[src/rtl/ksc_pkg.sv]
// shared types and constants for the keyword substitution cipher
package ksc_pkg;

  localparam int unsigned LETTERS = 26;

  typedef logic [4:0] idx_t;
  typedef logic [7:0] byte_t;

  localparam byte_t LETTER_A = 8'h41;
  localparam byte_t LETTER_Z = 8'h5A;
  localparam idx_t  LAST_IDX = 5'd25;
  localparam idx_t  CNT_FULL = 5'd26;

  localparam logic MODE_KEY  = 1'b0;
  localparam logic MODE_DATA = 1'b1;
  localparam logic DIR_ENC   = 1'b0;
  localparam logic DIR_DEC   = 1'b1;

  // controller to datapath
  typedef struct packed {
    logic take_kw;
    logic take_data;
    logic fill_start;
    logic fill_step;
    logic fill_finish;
  } ksc_cmd_t;

  // datapath to controller
  typedef struct packed {
    logic table_ready;
    logic scan_last;
    logic out_busy;
  } ksc_status_t;

endpackage

[src/rtl/ksc_ctrl.sv]
// controller: request acceptance and alphabet fill sequencing
module ksc_ctrl import ksc_pkg::*; (
  input  logic        clk_i,
  input  logic        rst_ni,
  input  logic        in_valid_i,
  input  logic        in_mode_i,
  input  ksc_status_t stat_i,
  output ksc_cmd_t    cmd_o,
  output logic        in_ready_o
);

  typedef enum logic {
    ST_IDLE,
    ST_FILL
  } state_e;

  state_e state_q, state_d;
  logic   take;

  always_comb begin
    state_d    = state_q;
    cmd_o      = '0;
    in_ready_o = 1'b0;
    take       = 1'b0;
    unique case (state_q)
      ST_IDLE: begin
        // a data request waits until the alphabet is complete
        in_ready_o = ((in_mode_i == MODE_KEY) || stat_i.table_ready) && !stat_i.out_busy;
        take       = in_valid_i && in_ready_o;
        cmd_o.take_kw   = take && (in_mode_i == MODE_KEY);
        cmd_o.take_data = take && (in_mode_i == MODE_DATA);
        if (in_valid_i && (in_mode_i == MODE_DATA) && !stat_i.table_ready) begin
          cmd_o.fill_start = 1'b1;
          state_d          = ST_FILL;
        end
      end
      ST_FILL: begin
        cmd_o.fill_step = 1'b1;
        if (stat_i.scan_last) begin
          cmd_o.fill_finish = 1'b1;
          state_d           = ST_IDLE;
        end
      end
      default: state_d = ST_IDLE;
    endcase
  end

  always_ff @(posedge clk_i or negedge rst_ni) begin
    if (!rst_ni) begin
      state_q <= ST_IDLE;
    end else begin
      state_q <= state_d;
    end
  end

endmodule

[src/rtl/ksc_datapath.sv]
// datapath: alphabet state, cipher and inverse tables, output register
module ksc_datapath import ksc_pkg::*; (
  input  logic        clk_i,
  input  logic        rst_ni,
  input  ksc_cmd_t    cmd_i,
  output ksc_status_t stat_o,
  input  byte_t       in_byte_i,
  input  logic        cfg_valid_i,
  input  logic        cfg_data_i,
  input  logic        out_ready_i,
  output logic        out_valid_o,
  output byte_t       out_byte_o
);

  logic [LETTERS-1:0] used_q, used_d, base_used;
  idx_t               cnt_q, cnt_d, base_cnt;
  logic               ready_q, ready_d;
  idx_t               scan_q, scan_d;
  logic               dir_q;
  logic               out_valid_q;
  byte_t              out_q;

  idx_t cipher_q  [LETTERS];
  idx_t inverse_q [LETTERS];

  logic  is_upper;
  byte_t diff;
  idx_t  byte_idx;
  logic  app_en;
  idx_t  app_idx;
  logic  wr_en;
  idx_t  lookup;

  assign is_upper = (in_byte_i >= LETTER_A) && (in_byte_i <= LETTER_Z);
  assign diff     = in_byte_i - LETTER_A;
  assign byte_idx = diff[4:0];

  always_comb begin
    ready_d   = ready_q;
    scan_d    = scan_q;
    base_used = used_q;
    base_cnt  = cnt_q;
    app_en    = 1'b0;
    app_idx   = scan_q;
    // keyword after data drops the old alphabet
    if (cmd_i.take_kw && ready_q) begin
      base_used = '0;
      base_cnt  = '0;
      ready_d   = 1'b0;
    end
    if (cmd_i.take_kw && is_upper) begin
      app_en  = 1'b1;
      app_idx = byte_idx;
    end
    if (cmd_i.fill_start) begin
      scan_d = LAST_IDX;
    end
    if (cmd_i.fill_step) begin
      app_en  = 1'b1;
      app_idx = scan_q;
      scan_d  = scan_q - 5'd1;
    end
    if (cmd_i.fill_finish) begin
      ready_d = 1'b1;
    end
    wr_en  = app_en && (base_cnt < CNT_FULL) && !base_used[app_idx];
    used_d = base_used;
    cnt_d  = base_cnt;
    if (wr_en) begin
      used_d = base_used | (LETTERS'(1) << app_idx);
      cnt_d  = base_cnt + 5'd1;
    end
  end

  // inverse entry written together with the cipher entry
  always_ff @(posedge clk_i) begin
    if (wr_en) begin
      cipher_q[base_cnt] <= app_idx;
      inverse_q[app_idx] <= base_cnt;
    end
  end

  assign lookup = (dir_q == DIR_DEC) ? inverse_q[byte_idx] : cipher_q[byte_idx];

  always_ff @(posedge clk_i) begin
    if (cmd_i.take_data) begin
      out_q <= is_upper ? (LETTER_A + {3'b000, lookup}) : in_byte_i;
    end
  end

  always_ff @(posedge clk_i or negedge rst_ni) begin
    if (!rst_ni) begin
      used_q      <= '0;
      cnt_q       <= '0;
      ready_q     <= 1'b0;
      scan_q      <= LAST_IDX;
      dir_q       <= DIR_ENC;
      out_valid_q <= 1'b0;
    end else begin
      used_q  <= used_d;
      cnt_q   <= cnt_d;
      ready_q <= ready_d;
      scan_q  <= scan_d;
      if (cfg_valid_i) begin
        dir_q <= cfg_data_i;
      end
      if (cmd_i.take_data) begin
        out_valid_q <= 1'b1;
      end else if (out_ready_i) begin
        out_valid_q <= 1'b0;
      end
    end
  end

  assign out_valid_o        = out_valid_q;
  assign out_byte_o         = out_q;
  assign stat_o.table_ready = ready_q;
  assign stat_o.scan_last   = (scan_q == '0);
  assign stat_o.out_busy    = out_valid_q && !out_ready_i;

  a_cnt_range: assert property (@(posedge clk_i) disable iff (!rst_ni)
    cnt_q <= CNT_FULL)
    else $error("keyword count beyond alphabet size");

  a_ready_full: assert property (@(posedge clk_i) disable iff (!rst_ni)
    ready_q |-> ((&used_q) && (cnt_q == CNT_FULL)))
    else $error("table marked ready with letters missing");

  a_data_needs_table: assert property (@(posedge clk_i) disable iff (!rst_ni)
    cmd_i.take_data |-> ready_q)
    else $error("data request taken before table complete");

  a_fill_sets_ready: assert property (@(posedge clk_i) disable iff (!rst_ni)
    cmd_i.fill_finish |=> ready_q)
    else $error("fill finished without table ready");

endmodule

[src/rtl/keyword_substitution_cipher.sv]
// top level of the keyword substitution cipher
//
// channel   dir  handshake                       payload
// s_axis    in   s_axis_tvalid_i/s_axis_tready_o  tdata: in_byte, tuser: mode
// m_axis    out  m_axis_tvalid_o/m_axis_tready_i  tdata: out_byte
// cfg       in   cfg_valid_i/cfg_ready_o          direction (0 encrypt, 1 decrypt)
//
// a keyword request gives no result
// a data request gives one result in the output register
// the first data request after a keyword waits while the scan is started and then
//   the alphabet is completed from Z down to A, one letter a cycle
// reset clears the alphabet state and the direction; tables need no clearing
// a result held in the output register stalls input only while m_axis_tready_i is low
module keyword_substitution_cipher import ksc_pkg::*; (
  input  logic       clk_i,
  input  logic       rst_ni,
  // keyword or data request
  input  logic       s_axis_tvalid_i,
  output logic       s_axis_tready_o,
  input  logic [7:0] s_axis_tdata_i,   // [7:0] in_byte
  input  logic       s_axis_tuser_i,   // [0] mode
  // result
  output logic       m_axis_tvalid_o,
  input  logic       m_axis_tready_i,
  output logic [7:0] m_axis_tdata_o,   // [7:0] out_byte
  // direction register
  input  logic       cfg_valid_i,
  output logic       cfg_ready_o,
  input  logic       cfg_data_i
);

  ksc_cmd_t    cmd;
  ksc_status_t stat;

  // direction register always writable
  assign cfg_ready_o = 1'b1;

  ksc_ctrl u_ctrl (
    .clk_i      (clk_i),
    .rst_ni     (rst_ni),
    .in_valid_i (s_axis_tvalid_i),
    .in_mode_i  (s_axis_tuser_i),
    .stat_i     (stat),
    .cmd_o      (cmd),
    .in_ready_o (s_axis_tready_o)
  );

  ksc_datapath u_datapath (
    .clk_i       (clk_i),
    .rst_ni      (rst_ni),
    .cmd_i       (cmd),
    .stat_o      (stat),
    .in_byte_i   (s_axis_tdata_i),
    .cfg_valid_i (cfg_valid_i),
    .cfg_data_i  (cfg_data_i),
    .out_ready_i (m_axis_tready_i),
    .out_valid_o (m_axis_tvalid_o),
    .out_byte_o  (m_axis_tdata_o)
  );

endmodule

[config.mk]
export PLATFORM = sky130hd
export DESIGN_NAME = keyword_substitution_cipher
export DESIGN_NICKNAME = d
export VERILOG_FILES = /design/src/rtl/ksc_pkg.sv /design/src/rtl/ksc_ctrl.sv /design/src/rtl/ksc_datapath.sv /design/src/rtl/keyword_substitution_cipher.sv
export SDC_FILE = /design/constraint.sdc
export NUM_CORES = 1
export LEC_CHECK = 0
export ABC_CLOCK_PERIOD_IN_PS = 10300
export BUFFER_PORTS_ARGS = -buffer_cell sky130_fd_sc_hd__buf_2
export CAP_MARGIN = 20
export CORE_MARGIN = 2
export CORE_UTILIZATION = 36
export DETAILED_ROUTE_END_ITERATION = 6
export GPL_ROUTABILITY_DRIVEN = 1
export GPL_TIMING_DRIVEN = 1
export MAX_ROUTING_LAYER = met4
export PLACE_DENSITY = 0.62
export SLEW_MARGIN = 20
export SYNTH_ARGS = -nofsm -noshare
export SYNTH_HDL_FRONTEND = slang
export SYNTH_SLANG_ARGS = --single-unit
[constraint.sdc]
create_clock -name clk_i -period 10.3 [get_ports clk_i]
set_input_delay 2.06 -clock clk_i [delete_from_list [all_inputs] [get_ports clk_i]]
set_output_delay 2.06 -clock clk_i [all_outputs]
set_load 0.02 [all_outputs]
==> metrics.yaml <==
status:
  status: "finished, final reports clean"
global_route:
  grt_pass1_vias: 7289
  grt_antenna_before_repair: 0
  grt_start_max_net_pins: 58
  grt_pass1_wl_um: 44340
  grt_usage_pct: 15.65
  grt_overflow: 0
layout:
  fillerInstances: 3250
  syn2layout_area_growth_pct: 12.00
  seq_area_um2: 9052
  num-nets-final: 864
  post-route-util_pct: 40.75
  final_cell_count_no_fill: 1331
  diodes: 0
  drive_gt1_share_pct: 21.78
  multi_input_area_um2: 3978
logic_synthesis:
  syn_area_per_cell_um2: 16.36
  synth.area.top_cells: "edfxtp_1 61%, mux4_2 13%, dfrtp_1 7.0%"
  ys_ff_latch: 308
  yosysMostFrequentCell: "edfxtp_1"
  synth.top_cell.area_share_pct: 60.56
  synthCells: 812
  async_reset_ff_share_pct: 12.99
  yosys.area.top_type: "edfxtp_1"
  synth_edf_count: 268
  synth_ff_type: "edfxtp_1"
  synth_commonest_cells: "268 x edfxtp_1, 76 x nand2_1, 75 x mux4_2"
  synth_fp_nets: 837
  seq_area_frac_synth_pct: 68.13
  syn_area_um2: 13290
  yosys_warnings: 0
  ys_types: 66
drt:
  num_vias: 7205
  wl_um: 28770
  avgRoutedWirePerCell_um: 21.62
  antenna_left: 0
  first_pass_iters: 5
  drc: 0
  drt_iter0_markers: 716
  viasPerCell: 5.413
sta:
  finalSetupViolCount: 0
  slew_violations: 0
  grt_setup_unrepaired: "false"
  skew_ns: 0.02002
  whs_ns: 0.4846
  finalCritPeriodShare_pct: 62.59
  period_needed_ns: 6.447
  fin_tns_setup_ns: 0
  fmax_mhz: 155.1
  hold_violations: 0
  relSlewSlack_pct: 30.14
  worst-slew-pin-transition_ns: 1.041
critical_path:
  path_max_fanout: 34
  slowest_stage: "or3_1"
  max_stage_delay_ns: 0.77
  required_ns: 10.47
  arrival_ns: 6.62
  path_delay_family: "simple AND/OR/NAND/NOR gates"
  crit-reg2reg-launch: "u_ctrl.state_q$_DFF_PN0_"
  r2r_end: "u_datapath.inverse_q[16][3]$_DFFE_PP_"
  cp-end-kind: "flop"
  path_buf_inv: 3
  startpoint_type: "primary input"
  r2r_setup_slack_ns: 5.41
  cp_cell_sequence: "buf_2, inv_1, ha_2, nor3b_2, and2_1, or3_1, mux2i_4, inv_4, o2111ai_1, nand4_2, nor2_4, nand2_2, nor3_1"
  reg2reg_depth: 10
  path_class: "primary input to flop"
cts:
  clkSinkCount: 308
  ctsHoldBuffers: 0
  clk-insertion-delay-late_ns: 0.56
  htreeDepth: 1
  post_cts_buffers: 0
  cts-resized-gates: 0
  clkTransAtPathRegs_ns: 0.06
  clockBufferDepth: 3
  cts_root_buffer: "clkbuf_16"
  cts_buffers: 30
  cts_tree: "done"
pwr:
  power_density_nw_per_um2: 256.7
  total_leakage_power_nw: 4.976
  ir_worst_vdd_uv: 133.7
flow_run:
  drv_cap: 0
worst_hold_path:
  hp-class: "flop to flop"
  hold_depth: 1
  hold_start: "u_datapath.used_q[10]$_DFF_PN0_"
  hold_end: "u_datapath.used_q[10]$_DFF_PN0_"
placed_design:
  gp_congestion: 0.8675
  hpwl_um: 18850
  place_inst: 1274
  port_buffers: 24
floorplan:
  die_w_um: 196.1
  die_area_um2: 38460
  start_util_pct: 36.38
  dieHeight_um: 196.1
  fp.coreArea_um2: 36520
  io-pin-count: 26
  rows: 70
placed cells by master (no fill, tap or decap), types with 6 or more instances in the layout:
cell type,count
xnor2_1,6
clkbuf_16,30
o21ai_1,18
mux4_2,75
buf_4,15
buf_2,23
clkbuf_1,12
nor2b_1,7
nand3_1,10
edfxtp_1,268
nand2_1,76
inv_1,20
dfrtp_1,37
ha_1,9
nor3_1,27
o21ai_0,12
o22ai_1,7
nor2_1,35
mux2i_1,28
a21oi_1,20
worst reg2reg max path: stages (launching register included):
cell       delay (ns)
dfrtp_1          0.49
or4b_1           0.64
or3_1            0.74
mux2i_4          0.41
inv_4            0.35
a211oi_2         0.10
a2111oi_4        0.75
nor2_4           0.10
nand2_2          0.43
buf_4            0.41
nor2_1           0.21
sequential cells by signal (all words and copies together), names as in the netlist, 5 cells and up:
register and flops:
u_datapath.out_byte_o 8, u_datapath.cipher_q 130, u_datapath.used_q 26, u_datapath.inverse_q 130
u_datapath.scan_q 5, u_datapath.cnt_q 5
kinds of logic (layout without fill, tap and decap cells):
kind of cell / count (synthesis) / count (layout) / synth area share, %
other: 1 / 1 / 0.02822
muxes: 108 / 108 / 15.33
AOI/OAI and AO/OA: 103 / 103 / 5.141
adders and majority gates: 10 / 10 / 0.9416
and+or+nand+nor: 204 / 204 / 7.505
DFF: 308 / 308 / 68.13
buffers and inverters: 69 / 120 / 2.335
xor gates and xnor gates: 9 / 9 / 0.5933
metal layers:
| layer | up-vias | global-route usage [%] | routed length [µm] |
|---|---|---|---|
| li1 | 3254 | - | - |
| met1 | 3720 | 21.24 | 12990 |
| met2 | 196 | 25.37 | 14060 |
| met3 | 35 | 2.200 | 1292 |
| met4 | 0 | 3.227 | 429 |
| met5 | - | - | 0 |
where the power goes:
part           switching [mW]  total (mW)  internal (mW)  leakage (nW)
logic                   0.711        1.00          0.289          1.66
registers              0.0939        1.80           1.71          2.88
clock network           0.446        1.02          0.573         0.439
total                    1.25        3.82           2.57          4.98
how the worst max path moves through the flow:
stage	slack (ns)	start	depth (start not counted)	endpoint
floorplan	3.60	s_axis_tdata_i[0]	19	u_datapath.cipher_q[0][0]$_DFFE_PP_
global placement	3.00	s_axis_tdata_i[0]	14	u_datapath.inverse_q[3][0]$_DFFE_PP_
detailed placement	2.95	s_axis_tdata_i[0]	14	u_datapath.inverse_q[16][1]$_DFFE_PP_
CTS	3.54	s_axis_tdata_i[0]	14	u_datapath.inverse_q[23][4]$_DFFE_PP_
global route	3.44	s_axis_tdata_i[1]	13	u_datapath.cipher_q[17][2]$_DFFE_PP_
finish	3.85	s_axis_tdata_i[1]	13	u_datapath.cipher_q[17][3]$_DFFE_PP_
metrics by stage:
stage                     setup WS, ns  instance area (µm²)  power [mW]
after global placement           2.999                13940       2.811
after detailed placement         2.945                13940       2.821
final                            3.853                14880       3.820
after global routing             3.436                14880       4.003
after CTS                        3.540                14860       3.835
after floorplan                  3.604                13290       2.492
cell type report:
| type | instances | area share, % |
|---|---|---|
| repair buffers | 40 | 1.707 |
| multi-input cells | 435 | 26.73 |
| well taps | 468 | 3.935 |
| clock buffers | 43 | 5.440 |
| inverters | 24 | 0.6222 |
| clock inverters | 13 | 0.7399 |
| flip-flops and latches | 308 | 60.83 |
Note: power is estimated with default switching activity, not from simulation.
